$ cat src/sv/mfo_pkg.sv
// Shared types and codes of the message queue.
// No dependencies; imported by every module of the block.
package mfo_pkg;

  localparam int unsigned IN_TDATA_W  = 8;
  localparam int unsigned IN_TUSER_W  = 3;
  localparam int unsigned OUT_TDATA_W = 32;
  localparam int unsigned OUT_TUSER_W = 3;
  localparam int unsigned MSGLEN_W    = 6;
  localparam int unsigned ENTCNT_W    = 4;
  localparam int unsigned OVF_W       = 8;

  typedef enum logic [1:0] {
    FN_PUSH     = 2'd0,
    FN_POP      = 2'd1,
    FN_READ_OVF = 2'd2,
    FN_CLEAR    = 2'd3
  } func_e;

  typedef enum logic [2:0] {
    ST_DATA     = 3'd0,
    ST_EMPTY    = 3'd1,
    ST_PUSHED   = 3'd2,
    ST_OVERFLOW = 3'd3,
    ST_CLEARED  = 3'd4,
    ST_TRUNC    = 3'd5
  } status_e;

  typedef enum logic [1:0] {
    S_IDLE  = 2'd0,
    S_LEN   = 2'd1,
    S_BYTES = 2'd2
  } state_e;

  typedef struct packed {
    logic [7:0]          out_byte;
    logic [MSGLEN_W-1:0] msg_length;
    logic                last;
    status_e             status;
    logic [ENTCNT_W-1:0] entry_count;
    logic [OVF_W-1:0]    ovf_count;
  } res_t;

  typedef struct packed {
    logic byte_we;
    logic byte_re;
    logic len_we;
    logic len_re;
  } mem_ctl_t;

endpackage

$ cat src/sv/message_fifo_overwrite_oldest.sv
// Message queue that drops its oldest entry when a push begins on a full queue.
// Depends on mfo_pkg, mfo_store and mfo_resq.
//
//   port group  dir  tdata                    tuser              tlast
//   s_axis      in   data_byte                func, has_byte     last_byte
//   m_axis      out  out_byte .. ovf_count    status             last_result
//
// Push, read-overflow, clear and an empty pop are each answered straight from idle.
// A pop of n bytes does one length memory read, then one byte memory read per byte,
// issued back to back while the result queue has room, and ends when the last byte
// lands; a message with no bytes writes its word once its length has been read.
// No new word is taken while a pop streams; reset needs no clearing pass.
// A stalled output holds the result queue, which in turn holds the pop sequencer.
module message_fifo_overwrite_oldest import mfo_pkg::*; #(
  parameter int unsigned DEPTH     = 8,
  parameter int unsigned MSG_BYTES = 32
) (
  input  logic                   clk_i,
  input  logic                   rst_ni,
  input  logic                   s_axis_tvalid,
  output logic                   s_axis_tready,
  input  logic [IN_TDATA_W-1:0]  s_axis_tdata,  // [7:0] data_byte
  input  logic [IN_TUSER_W-1:0]  s_axis_tuser,  // [1:0] func, [2] has_byte
  input  logic                   s_axis_tlast,  // last_byte
  output logic                   m_axis_tvalid,
  input  logic                   m_axis_tready,
  // [7:0] out_byte, [13:8] msg_length, [17:14] entry_count,
  // [25:18] overflow_count, [31:26] zero
  output logic [OUT_TDATA_W-1:0] m_axis_tdata,
  output logic [OUT_TUSER_W-1:0] m_axis_tuser,  // [2:0] status
  output logic                   m_axis_tlast   // last_result
);

  localparam int unsigned SLOT_W = $clog2(DEPTH);
  localparam int unsigned ENT_W  = $clog2(DEPTH + 1);
  localparam int unsigned OFS_W  = (MSG_BYTES > 1) ? $clog2(MSG_BYTES) : 1;
  localparam int unsigned LEN_W  = $clog2(MSG_BYTES + 1);
  localparam int unsigned BYTE_AW = SLOT_W + OFS_W;

  function automatic logic [SLOT_W-1:0] next_slot(input logic [SLOT_W-1:0] s);
    return (s == SLOT_W'(DEPTH - 1)) ? '0 : s + SLOT_W'(1);
  endfunction

  state_e             state_q, state_d;
  logic [SLOT_W-1:0]  write_slot_q, write_slot_d;
  logic [SLOT_W-1:0]  read_slot_q, read_slot_d;
  logic [ENT_W-1:0]   entries_q, entries_d;
  logic [OVF_W-1:0]   dropped_q, dropped_d;
  logic [LEN_W-1:0]   push_ofs_q, push_ofs_d;
  logic               push_act_q, push_act_d;
  logic               infl_q, infl_d;
  logic               infl_last_q, infl_last_d;
  logic [SLOT_W-1:0]  pop_slot_q, pop_slot_d;
  logic [LEN_W-1:0]   len_q, len_d;
  logic [LEN_W-1:0]   idx_q, idx_d;

  mem_ctl_t           mem_ctl;
  logic [BYTE_AW-1:0] byte_waddr, byte_raddr;
  logic [7:0]         byte_rdata;
  logic [SLOT_W-1:0]  len_waddr;
  logic [LEN_W-1:0]   len_wdata, len_rdata;

  logic               res_wr, res_valid;
  res_t               res_w, res_r;
  logic [1:0]         res_cnt;
  logic               out_pop, room, accept;
  logic [2:0]         occ;

  func_e              func;
  logic [7:0]         in_byte;
  logic               in_has, in_last;

  assign func    = func_e'(s_axis_tuser[1:0]);
  assign in_has  = s_axis_tuser[2];
  assign in_byte = s_axis_tdata[7:0];
  assign in_last = s_axis_tlast;

  // Room counts queued words plus a byte read still on its way from memory.
  assign out_pop = res_valid & m_axis_tready;
  assign occ     = 3'(res_cnt) + 3'(infl_q) - 3'(out_pop);
  assign room    = (occ < 3'd2);

  assign s_axis_tready = (state_q == S_IDLE) && !infl_q && room;
  assign accept        = s_axis_tvalid & s_axis_tready;

  always_comb begin
    logic             drop;
    logic [LEN_W-1:0] ofs;
    logic [ENT_W-1:0] ent;
    status_e          st;

    drop = 1'b0;
    ofs  = '0;
    ent  = entries_q;
    st   = ST_PUSHED;

    state_d      = state_q;
    write_slot_d = write_slot_q;
    read_slot_d  = read_slot_q;
    entries_d    = entries_q;
    dropped_d    = dropped_q;
    push_ofs_d   = push_ofs_q;
    push_act_d   = push_act_q;
    infl_d       = 1'b0;
    infl_last_d  = infl_last_q;
    pop_slot_d   = pop_slot_q;
    len_d        = len_q;
    idx_d        = idx_q;

    mem_ctl    = '0;
    byte_waddr = {write_slot_q, push_ofs_q[OFS_W-1:0]};
    byte_raddr = {pop_slot_q, idx_q[OFS_W-1:0]};
    len_waddr  = write_slot_q;
    len_wdata  = push_ofs_q;

    res_wr            = 1'b0;
    res_w.out_byte    = '0;
    res_w.msg_length  = '0;
    res_w.last        = 1'b1;
    res_w.status      = ST_DATA;
    res_w.entry_count = ENTCNT_W'(entries_q);
    res_w.ovf_count   = dropped_q;

    // A byte read issued last cycle lands here as a data word.
    if (infl_q) begin
      res_wr           = 1'b1;
      res_w.out_byte   = byte_rdata;
      res_w.msg_length = MSGLEN_W'(len_q);
      res_w.last       = infl_last_q;
    end

    case (state_q)
      S_IDLE: begin
        if (accept) begin
          res_wr = 1'b1;
          case (func)
            FN_PUSH: begin
              if (!push_act_q) begin
                drop = (entries_q == ENT_W'(DEPTH));
                ofs  = '0;
              end else begin
                ofs  = push_ofs_q;
              end
              if (drop) begin
                read_slot_d = next_slot(read_slot_q);
                ent         = entries_q - ENT_W'(1);
                if (dropped_q != {OVF_W{1'b1}}) begin
                  dropped_d = dropped_q + OVF_W'(1);
                end
              end
              if (in_has) begin
                if (ofs < LEN_W'(MSG_BYTES)) begin
                  mem_ctl.byte_we = 1'b1;
                  byte_waddr      = {write_slot_q, ofs[OFS_W-1:0]};
                  ofs             = ofs + LEN_W'(1);
                end else begin
                  st = ST_TRUNC;
                end
              end
              if (in_last) begin
                mem_ctl.len_we = 1'b1;
                len_waddr      = write_slot_q;
                len_wdata      = ofs;
                write_slot_d   = next_slot(write_slot_q);
                ent            = ent + ENT_W'(1);
                push_act_d     = 1'b0;
                push_ofs_d     = '0;
              end else begin
                push_act_d     = 1'b1;
                push_ofs_d     = ofs;
              end
              entries_d         = ent;
              res_w.status      = st;
              res_w.entry_count = ENTCNT_W'(ent);
              res_w.ovf_count   = dropped_d;
            end
            FN_POP: begin
              if (entries_q == '0) begin
                res_w.status = ST_EMPTY;
              end else begin
                // The word for a pop is written once the length is known.
                res_wr         = 1'b0;
                mem_ctl.len_re = 1'b1;
                pop_slot_d     = read_slot_q;
                read_slot_d    = next_slot(read_slot_q);
                entries_d      = entries_q - ENT_W'(1);
                state_d        = S_LEN;
              end
            end
            FN_READ_OVF: begin
              res_w.status = ST_OVERFLOW;
              dropped_d    = '0;
            end
            FN_CLEAR: begin
              write_slot_d      = '0;
              read_slot_d       = '0;
              entries_d         = '0;
              dropped_d         = '0;
              push_ofs_d        = '0;
              push_act_d        = 1'b0;
              res_w.status      = ST_CLEARED;
              res_w.entry_count = '0;
              res_w.ovf_count   = '0;
            end
            default: begin
              res_wr = 1'b0;
            end
          endcase
        end
      end
      S_LEN: begin
        len_d = len_rdata;
        idx_d = '0;
        if (len_rdata == '0) begin
          if (room) begin
            res_wr  = 1'b1;
            state_d = S_IDLE;
          end
        end else begin
          state_d = S_BYTES;
        end
      end
      S_BYTES: begin
        if (room) begin
          mem_ctl.byte_re = 1'b1;
          infl_d          = 1'b1;
          infl_last_d     = ((idx_q + LEN_W'(1)) == len_q);
          idx_d           = idx_q + LEN_W'(1);
          if ((idx_q + LEN_W'(1)) == len_q) begin
            state_d = S_IDLE;
          end
        end
      end
      default: begin
        state_d = S_IDLE;
      end
    endcase
  end

  always_ff @(posedge clk_i or negedge rst_ni) begin
    if (!rst_ni) begin
      state_q      <= S_IDLE;
      write_slot_q <= '0;
      read_slot_q  <= '0;
      entries_q    <= '0;
      dropped_q    <= '0;
      push_ofs_q   <= '0;
      push_act_q   <= 1'b0;
      infl_q       <= 1'b0;
    end else begin
      state_q      <= state_d;
      write_slot_q <= write_slot_d;
      read_slot_q  <= read_slot_d;
      entries_q    <= entries_d;
      dropped_q    <= dropped_d;
      push_ofs_q   <= push_ofs_d;
      push_act_q   <= push_act_d;
      infl_q       <= infl_d;
    end
  end

  always_ff @(posedge clk_i) begin
    infl_last_q <= infl_last_d;
    pop_slot_q  <= pop_slot_d;
    len_q       <= len_d;
    idx_q       <= idx_d;
  end

  mfo_store #(
    .DEPTH  (DEPTH),
    .SLOT_W (SLOT_W),
    .OFS_W  (OFS_W),
    .LEN_W  (LEN_W)
  ) u_store (
    .clk_i        (clk_i),
    .ctl_i        (mem_ctl),
    .byte_waddr_i (byte_waddr),
    .byte_wdata_i (in_byte),
    .byte_raddr_i (byte_raddr),
    .byte_rdata_o (byte_rdata),
    .len_waddr_i  (len_waddr),
    .len_wdata_i  (len_wdata),
    .len_raddr_i  (read_slot_q),
    .len_rdata_o  (len_rdata)
  );

  mfo_resq u_resq (
    .clk_i   (clk_i),
    .rst_ni  (rst_ni),
    .wr_i    (res_wr),
    .wdata_i (res_w),
    .ready_i (m_axis_tready),
    .valid_o (res_valid),
    .rdata_o (res_r),
    .cnt_o   (res_cnt)
  );

  assign m_axis_tvalid = res_valid;
  assign m_axis_tdata  = {6'd0, res_r.ovf_count, res_r.entry_count,
                          res_r.msg_length, res_r.out_byte};
  assign m_axis_tuser  = res_r.status;
  assign m_axis_tlast  = res_r.last;

endmodule

$ cat src/sv/mfo_store.sv
// Message storage: byte memory and length memory, both with registered reads.
// Depends on mfo_pkg for the memory control struct.
module mfo_store import mfo_pkg::*; #(
  parameter int unsigned DEPTH  = 8,
  parameter int unsigned SLOT_W = 3,
  parameter int unsigned OFS_W  = 5,
  parameter int unsigned LEN_W  = 6
) (
  input  logic                    clk_i,
  input  mem_ctl_t                ctl_i,
  input  logic [SLOT_W+OFS_W-1:0] byte_waddr_i,
  input  logic [7:0]              byte_wdata_i,
  input  logic [SLOT_W+OFS_W-1:0] byte_raddr_i,
  output logic [7:0]              byte_rdata_o,
  input  logic [SLOT_W-1:0]       len_waddr_i,
  input  logic [LEN_W-1:0]        len_wdata_i,
  input  logic [SLOT_W-1:0]       len_raddr_i,
  output logic [LEN_W-1:0]        len_rdata_o
);

  localparam int unsigned BYTE_DEPTH = DEPTH << OFS_W;

  logic [7:0]       byte_mem [BYTE_DEPTH];
  logic [LEN_W-1:0] len_mem  [DEPTH];
  logic [7:0]       byte_rdata_q;
  logic [LEN_W-1:0] len_rdata_q;

  // Read data holds while no read is issued, so a stalled consumer keeps it.
  always_ff @(posedge clk_i) begin
    if (ctl_i.byte_we) begin
      byte_mem[byte_waddr_i] <= byte_wdata_i;
    end
    if (ctl_i.byte_re) begin
      byte_rdata_q <= byte_mem[byte_raddr_i];
    end
  end

  always_ff @(posedge clk_i) begin
    if (ctl_i.len_we) begin
      len_mem[len_waddr_i] <= len_wdata_i;
    end
    if (ctl_i.len_re) begin
      len_rdata_q <= len_mem[len_raddr_i];
    end
  end

  assign byte_rdata_o = byte_rdata_q;
  assign len_rdata_o  = len_rdata_q;

endmodule

$ cat src/sv/mfo_resq.sv
// Two-word result queue that decouples the output port from the controller.
// Depends on mfo_pkg for the result word type.
module mfo_resq import mfo_pkg::*; (
  input  logic       clk_i,
  input  logic       rst_ni,
  input  logic       wr_i,
  input  res_t       wdata_i,
  input  logic       ready_i,
  output logic       valid_o,
  output res_t       rdata_o,
  output logic [1:0] cnt_o
);

  res_t       slot_q [2];
  logic       wr_ptr_q, wr_ptr_d;
  logic       rd_ptr_q, rd_ptr_d;
  logic [1:0] cnt_q, cnt_d;
  logic       pop;

  assign valid_o = (cnt_q != 2'd0);
  assign pop     = valid_o & ready_i;
  assign rdata_o = slot_q[rd_ptr_q];
  assign cnt_o   = cnt_q;

  always_comb begin
    wr_ptr_d = wr_ptr_q ^ wr_i;
    rd_ptr_d = rd_ptr_q ^ pop;
    cnt_d    = cnt_q + {1'b0, wr_i} - {1'b0, pop};
  end

  always_ff @(posedge clk_i or negedge rst_ni) begin
    if (!rst_ni) begin
      wr_ptr_q <= 1'b0;
      rd_ptr_q <= 1'b0;
      cnt_q    <= 2'd0;
    end else begin
      wr_ptr_q <= wr_ptr_d;
      rd_ptr_q <= rd_ptr_d;
      cnt_q    <= cnt_d;
    end
  end

  always_ff @(posedge clk_i) begin
    if (wr_i) begin
      slot_q[wr_ptr_q] <= wdata_i;
    end
  end

endmodule

$ cat config.mk
export PLATFORM = sky130hd
export DESIGN_NAME = message_fifo_overwrite_oldest
export DESIGN_NICKNAME = d
export VERILOG_FILES = /design/src/sv/mfo_pkg.sv /design/src/sv/message_fifo_overwrite_oldest.sv /design/src/sv/mfo_store.sv /design/src/sv/mfo_resq.sv
export SDC_FILE = /design/constraint.sdc
export NUM_CORES = 2
export LEC_CHECK = 0
export ABC_AREA = 1
export BUFFER_PORTS_ARGS = -buffer_cell sky130_fd_sc_hd__buf_2
export CAP_MARGIN = 30
export CORE_AREA = 4 4 412 414
export DETAILED_ROUTE_END_ITERATION = 8
export DIE_AREA = 0 0 416 418
export GPL_TIMING_DRIVEN = 1
export PLACE_DENSITY = 0.78
export SYNTH_ARGS = -nofsm -noshare
export SYNTH_HDL_FRONTEND = slang
export SYNTH_SLANG_ARGS = --single-unit
$ cat constraint.sdc
create_clock -name clk_i -period 5.3 [get_ports clk_i]
set_input_delay 0.53 -clock clk_i [delete_from_list [all_inputs] [get_ports clk_i]]
set_output_delay 0.53 -clock clk_i [all_outputs]
set_load 0.1 [all_outputs]
Yosys cells after proc, flatten, opt, wreduce, memory -nomap -nowiden
Memory sizes are Yosys's and may differ from the RTL's. A register that Yosys moved wholly into a read port is not among the register bits.
Index checks and enable logic that the tools add are counted.
- register bits after elaboration: 48
- RAM bits: 2156
- input port bits: 16
- output and inout bits: 38
- memories kept: 3
- memories (name ; depth ; bits a word ; rd ports ; clocked after Yosys merged registers in ; wr ports ; line ; source):
    u_store.byte_mem ; 256 ; 8 ; 1 ; 1 ; 1 ; mfo_store.sv:23 ; logic [7:0] byte_mem [BYTE_DEPTH];
    u_resq.slot_q ; 2 ; 30 ; 1 ; 0 ; 1 ; mfo_resq.sv:14 ; res_t slot_q [2];
    u_store.len_mem ; 8 ; 6 ; 1 ; 1 ; 1 ; mfo_store.sv:24 ; logic [LEN_W-1:0] len_mem [DEPTH];
- $add $sub $neg: 11
- magnitude comparators: 2
- equal/unequal tests: 19
- mux-type cells: 84
- bitwise gates (word level): 5
- reductions and logical operators: 22
- operators with widths (kind ; number):
    2-to-1 mux 6 bit ; 12
    2-to-1 mux 15 bit ; 3
    2-to-1 mux 1 bit ; 29
    2-to-1 mux 5 bit ; 5
    2-to-1 mux 4 bit ; 6
    case mux 12 bit (2 select lines) ; 1
    case mux 6 bit (2 select lines) ; 2
    2-to-1 mux 3 bit ; 7
    2-to-1 mux 2 bit ; 9
    2-to-1 mux 8 bit ; 2
    case mux 8 bit (2 select lines) ; 1
    inequality test 2 bit (second input constant) ; 7
    adder 6 x 1 -> 6 bit (second input constant) ; 2
    case mux 3 bit (4 select lines) ; 1
    case mux 4 bit (3 select lines) ; 1
    AND reduction 4 bit ; 3
    case mux 3 bit (3 select lines) ; 1
    adder 8 x 1 -> 8 bit (second input constant) ; 1
    inequality test 8 bit (second input constant) ; 1
    nonzero test 2 bit ; 4
    adder 3 x 1 -> 3 bit (second input constant) ; 2
    equality test 2 bit (second input constant) ; 3
    equality test 3 bit (second input constant) ; 2
    equality test 6 bit ; 1
    other kinds (29) ; 37

Logic depth before layout (Yosys ltp)
- word-level depth: 17
- mapped depth: 21
- mapped depth without buffers: 20

Modules after synthesis
Synthesis repeated with hierarchy kept, for this count alone.
- cell total of the unflattened synthesis: 7768
- area, all modules: 91102.4 µm²
- modules (own cells, without submodules) (module ; times used ; cells an instance ; area an instance (µm²) ; sequential area each (µm²)):
    mfo_store ; 1 ; 7159 ; 85587.1 ; 63360.8
    message_fifo_overwrite_oldest ; 1 ; 425 ; 3118.0 ; 1181.1
    mfo_resq ; 1 ; 184 ; 2397.3 ; 1901.8

Worst setup path after synthesis
No wires, ideal clock.
- kind: reg-to-reg
- start: register u_resq.cnt_q[1] (netlist: u_resq.cnt_o[1])
- end: memory u_store.byte_mem[6][0] (enable)
- data arrival time: 4.807 ns
- data required time: 4.917 ns
- slack: 0.109 ns
- cell stages (with the launch flop): 19
- path buffers: 2
- period minus slack after synthesis: 5.191 ns
- path through: dfrtp_1 inv_2 nand2_1 nand2_1 inv_1 ha_1 inv_1 nand2_1 fa_1 nand3_2 nor3_4 nand2_4 nor2_4 nand2_2 buf_6 nand2_8 nand2_2 buf_2 nor3_1
- longest elaborated chain between the ends: 10
- elaborated cells on any way between the ends: 13
- RTL lines (what ; line ; source):
    from (decl) ; mfo_resq.sv:17 ; logic [1:0] cnt_q, cnt_d;
    from (signal assigned) ; mfo_resq.sv:39 ; cnt_q <= cnt_d;
    nonzero test 2 bit (*) ; mfo_resq.sv:20 ; assign valid_o = (cnt_q != 2'd0);
    named net m_axis_tvalid ; message_fifo_overwrite_oldest.sv:25 ; output logic m_axis_tvalid,
    AND 1 bit (*) ; message_fifo_overwrite_oldest.sv:79 ; assign out_pop = res_valid & m_axis_tready;
    subtractor 3 x 1 -> 3 bit (*) ; message_fifo_overwrite_oldest.sv:80 ; assign occ = 3'(res_cnt) + 3'(infl_q) - 3'(out_pop);
    less-than comparator 3 x 2 -> 1 bit (*) ; message_fifo_overwrite_oldest.sv:81 ; assign room = (occ < 3'd2);
    logical AND 1 bit (*) ; message_fifo_overwrite_oldest.sv:83 ; assign s_axis_tready = (state_q == S_IDLE) && !infl_q && room;
    named net s_axis_tready ; message_fifo_overwrite_oldest.sv:21 ; output logic s_axis_tready,
    AND 1 bit (*) ; message_fifo_overwrite_oldest.sv:84 ; assign accept = s_axis_tvalid & s_axis_tready;
    2-to-1 mux 1 bit ; message_fifo_overwrite_oldest.sv:134 ; if (accept) begin
    2-to-1 mux 1 bit ; message_fifo_overwrite_oldest.sv:132 ; case (state_q)
    2-to-1 mux 1 bit ; mfo_store.sv:30 ; if (ctl_i.byte_we) begin
    2-to-1 mux 1 bit (not written as such) ; mfo_store.sv:31 ; byte_mem[byte_waddr_i] <= byte_wdata_i;
    to (decl) ; mfo_store.sv:23 ;
The timed path passes the listed nets; every way through them passes the cells marked *.

Worst setup path after layout
- start: register u_resq.cnt_q[1] (netlist: u_resq.cnt_o[1])
- end: memory u_store.byte_mem[43][2] (enable)
- longest elaborated chain between the ends: 10
- elaborated cells on any way between the ends: 13
- RTL lines (what ; line):
    parallel branches: the longest is 2 deep, another holds adder 2 x 1 -> 3 bit ; -
    subtractor 3 x 1 -> 3 bit (*) ; message_fifo_overwrite_oldest.sv:80
    less-than comparator 3 x 2 -> 1 bit (*) ; message_fifo_overwrite_oldest.sv:81
    logical AND 1 bit (*) ; message_fifo_overwrite_oldest.sv:83
    AND 1 bit (*) ; message_fifo_overwrite_oldest.sv:84
    2-to-1 mux 1 bit ; message_fifo_overwrite_oldest.sv:134
    2-to-1 mux 1 bit ; message_fifo_overwrite_oldest.sv:132
    2-to-1 mux 1 bit ; mfo_store.sv:30
    2-to-1 mux 1 bit (not written as such) ; mfo_store.sv:31
Every way passes the cells marked *.

==> flow_metrics.env <==
export IMPL_p_leak_nw=37.3
export IMPL_coreArea_um2=166000
export IMPL_die_w_um=416
export IMPL_final_cells=10400
export IMPL_drive_gt1_share_pct=8.90
export IMPL_cts_sinks=2218
export IMPL_dp_hpwl_mm=142
export IMPL_layout_worst_path_cycle_share_pct=89.5
export IMPL_drtIter0Drc=10300
export IMPL_ant_nets=0
export IMPL_drt_vias_per_instance=6.08
export IMPL_drt_total_wl_mm=246
export IMPL_swShare_pct=39.0
export IMPL_dpl_instance_area_um2=94600
export IMPL_syn2layout_area_growth_pct=11.7
export IMPL_grt_pass1_wl_mm=365
export IMPL_synth_top_flop_cell="edfxtp_1"
export IMPL_timing_hold_ws_ns=0.137
export IMPL_rows=150
export IMPL_wl_per_cell_um=23.7
export IMPL_synth_area_um2=90900
export IMPL_grt_start_max_net_pins=171
export IMPL_cap_viol_max_count=0
export IMPL_most_common_layout_cells="3010 x nand2_1, 2186 x edfxtp_1, 1286 x nand3_1, 262 x a21oi_1, 262 x buf_4"
export IMPL_path_class="reg -> reg"
export IMPL_synthCells=7929
export IMPL_gp_congestion=0.930
export IMPL_cts_tree="done"
export IMPL_final_common_cell="nand2_1"
export IMPL_final_util_pct=61.1
export IMPL_synth_edf_count=2186
export IMPL_slew_limit_headroom_pct=29.3
export IMPL_fin_crit_ns=4.74
export IMPL_start_kind="register"
export IMPL_slew_violations=0
export IMPL_grt_pass1_vias=60500
export IMPL_portBuffers=47
export IMPL_rsz0062_at_grt="false"
export IMPL_hold_viol_final=0
export IMPL_post_synth_num_cell_types=45
export IMPL_die_area_um2=174000
export IMPL_clk_pin_slew_ns=0.06
export IMPL_violations="design-rule violations"
export IMPL_ir_worst_vdd_mv=0.471
export IMPL_gr_total_overflow=0
export IMPL_cts_repair_resized=0
export IMPL_status="finished, violations left"
export IMPL_ys_warn_count=0
export IMPL_holdPathStages=4
export IMPL_cp_end_kind="register"
export IMPL_antenna_found_initial=6
export IMPL_p_sw_w=0.0208
export IMPL_worst_clock_skew_ns=0.0524
export IMPL_start_util_pct=54.7
export IMPL_crit_arrival_ns=5.29
export IMPL_clock_latency_ns=0.85
export IMPL_htree_num_levels=4
export IMPL_worstHoldStart="s_axis_tvalid"
export IMPL_vias=63200
export IMPL_timing_setup_tns_ns=0
export IMPL_p_clk_share_pct=27.7
export IMPL_power_frac_seq_pct=37.7
export IMPL_clockBufferDepth=3
export IMPL_synthArstFlopShare_pct=1.44
export IMPL_ios=54
export IMPL_power_density_nw_per_um2=525
export IMPL_max_freq_ghz=0.211
export IMPL_avgSynthCellArea_um2=11.5
export IMPL_numCtsBuffers=210
export IMPL_dr_pass1_iters=9
export IMPL_rr_worst_depth=22
export IMPL_drc=1
export IMPL_r2r_start="u_resq.cnt_o[1]"
export IMPL_die_y_um=418
export IMPL_dp_cells=9983
export IMPL_ys_seq_area_share_pct=73.1
export IMPL_ys_ff_latch=2218
export IMPL_design_area_um2=102000
export IMPL_setup_viol=0
export IMPL_cp_startpoint="u_resq.cnt_o[1]"
export IMPL_worst_slew_pin_transition_ns=1.05
export IMPL_final_nets=8043
export IMPL_min_delay_path_class="in -> reg"
export IMPL_internal_power_w=0.0325
export IMPL_cp_max_fo=13
export IMPL_cts_root_buffer="clkbuf_16"
export IMPL_combPwrFrac_pct=34.6
export IMPL_cp_required_ns=5.85
export IMPL_track_usage_pct=27.8
## path summary, 6_finish.rpt
path	end	slack (ns)
worst max-delay path	u_store.byte_mem[43][2]	0.56
worst min-delay path	push_ofs_q[5]	0.14
worst max register to register	u_store.byte_mem[43][2]	0.56
max in group asynchronous	entries_q[1]	4.47
worst min register to register	len_q[1]	0.44
min in group asynchronous	state_q[0]	0.30
## cell usage after synthesis, types with 2 or more instances
cell / number / area (um^2)
or2_2: 4 / 25.0
nand2_1: 3015 / 11300
edfxtp_1: 2186 / 65600
nor2_1: 228 / 856
buf_4: 10 / 75.1
nor2_2: 2 / 12.5
o22ai_1: 28 / 175
buf_1: 37 / 139
nand2_2: 13 / 81.3
inv_1: 93 / 349
o211ai_1: 2 / 15.0
nand3_1: 1288 / 6450
nand2_4: 2 / 22.5
buf_2: 158 / 791
o21ai_0: 55 / 275
a21oi_1: 262 / 1310
xor2_1: 15 / 131
clkinv_1: 2 / 7.51
xnor2_1: 6 / 52.6
clkbuf_1: 291 / 1090
inv_2: 8 / 30.0
a31oi_1: 7 / 43.8
nor3_2: 11 / 110
ha_1: 19 / 238
nand4_1: 4 / 25.0
nor3_1: 131 / 656
dfrtp_1: 32 / 801
o21ai_1: 2 / 10.0
buf_6: 2 / 22.5
## state kept, by name, indices dropped and copies added (netlist names), 2 cells and up
register	flops
read_slot_q	3
u_resq.cnt_o	2
push_ofs_q	6
entries_q	4
u_store.len_mem	48
len_q	6
u_store.byte_mem	2048
write_slot_q	3
idx_q	6
dropped_q	8
u_store.byte_rdata_o	8
u_store.len_rdata_o	6
state_q	2
u_resq.slot_q	60
pop_slot_q	3
## stage by stage
| stage | power (W) | worst slack (ns) |
|---|---|---|
| 3_3_place_gp | 0.0377 | 0.610 |
| 2_1_floorplan | 0.0323 | 0.109 |
| 5_1_grt | 0.0555 | 0.362 |
| 3_5_place_dp | 0.0381 | 0.624 |
| 4_1_cts | 0.0528 | 0.623 |
| 6_report | 0.0534 | 0.558 |
## cells by family after synthesis
family                     after synthesis  share of synthesized area (%)
AOI/OAI and AO/OA                      360                           2.05
xor gates and xnor gates                21                          0.202
adders and majority gates               20                          0.283
buffers and inverters                  601                           2.76
DFF                                   2218                           73.1
other                                    1                        0.00412
and+or+nand+nor                       4708                           21.6
## cell type report
class / count / area [um^2]
Sequential cell: 2218 / 66400
Fill cell: 12300 / 64700
Multi-Input combinational cell: 5115 / 22000
Clock buffer: 260 / 5500
Timing Repair Buffer: 359 / 3140
Tap cell: 2204 / 2760
Clock inverter: 135 / 1300
Inverter: 103 / 419
Antenna cell: 4 / 10.0
## power by group through the flow
| stage | clock network [W] | registers (W) | logic, W |
|---|---|---|---|
| 2_1_floorplan | 0 | 0.0203 | 0.0119 |
| 3_3_place_gp | 0 | 0.0205 | 0.0173 |
| 3_5_place_dp | 0 | 0.0205 | 0.0177 |
| 4_1_cts | 0.0149 | 0.0201 | 0.0178 |
| 5_1_grt | 0.0156 | 0.0201 | 0.0197 |
| 6_report | 0.0148 | 0.0201 | 0.0185 |
## repair_timing
action,4_1_cts,5_1_grt
buffers inserted,0,0
hold endpoints to repair,33,0
hold buffers,2,0
## critical path, stage by stage (launching register included)
cell	delay [ns]
dfrtp_1	0.42
inv_2	0.10
nand2_1	0.07
nand2_1	0.09
inv_1	0.05
ha_1	0.27
inv_1	0.10
nand2_1	0.08
fa_1	0.46
inv_1	0.08
nand2_1	0.07
nand3_2	0.12
nor3_4	0.06
nand2_4	0.16
nor2_4	0.06
nand2_2	0.12
buf_12	0.24
nand2_1	0.11
nor2_1	0.23
nand2_2	0.55
buf_4	0.51
nor3_1	0.26
buf_4	0.21
## per-layer routing
layer  vias to the layer above  global-route usage [%]  part of all wire (%)
met5                         -                       0                0.0028
met4                         2                    13.7                   5.1
met3                       839                    6.80                    13
met2                      4645                    43.7                    46
met1                     30000                    36.7                    36
li1                      27700                       -                     -
Power figures use the tool's default switching activity.
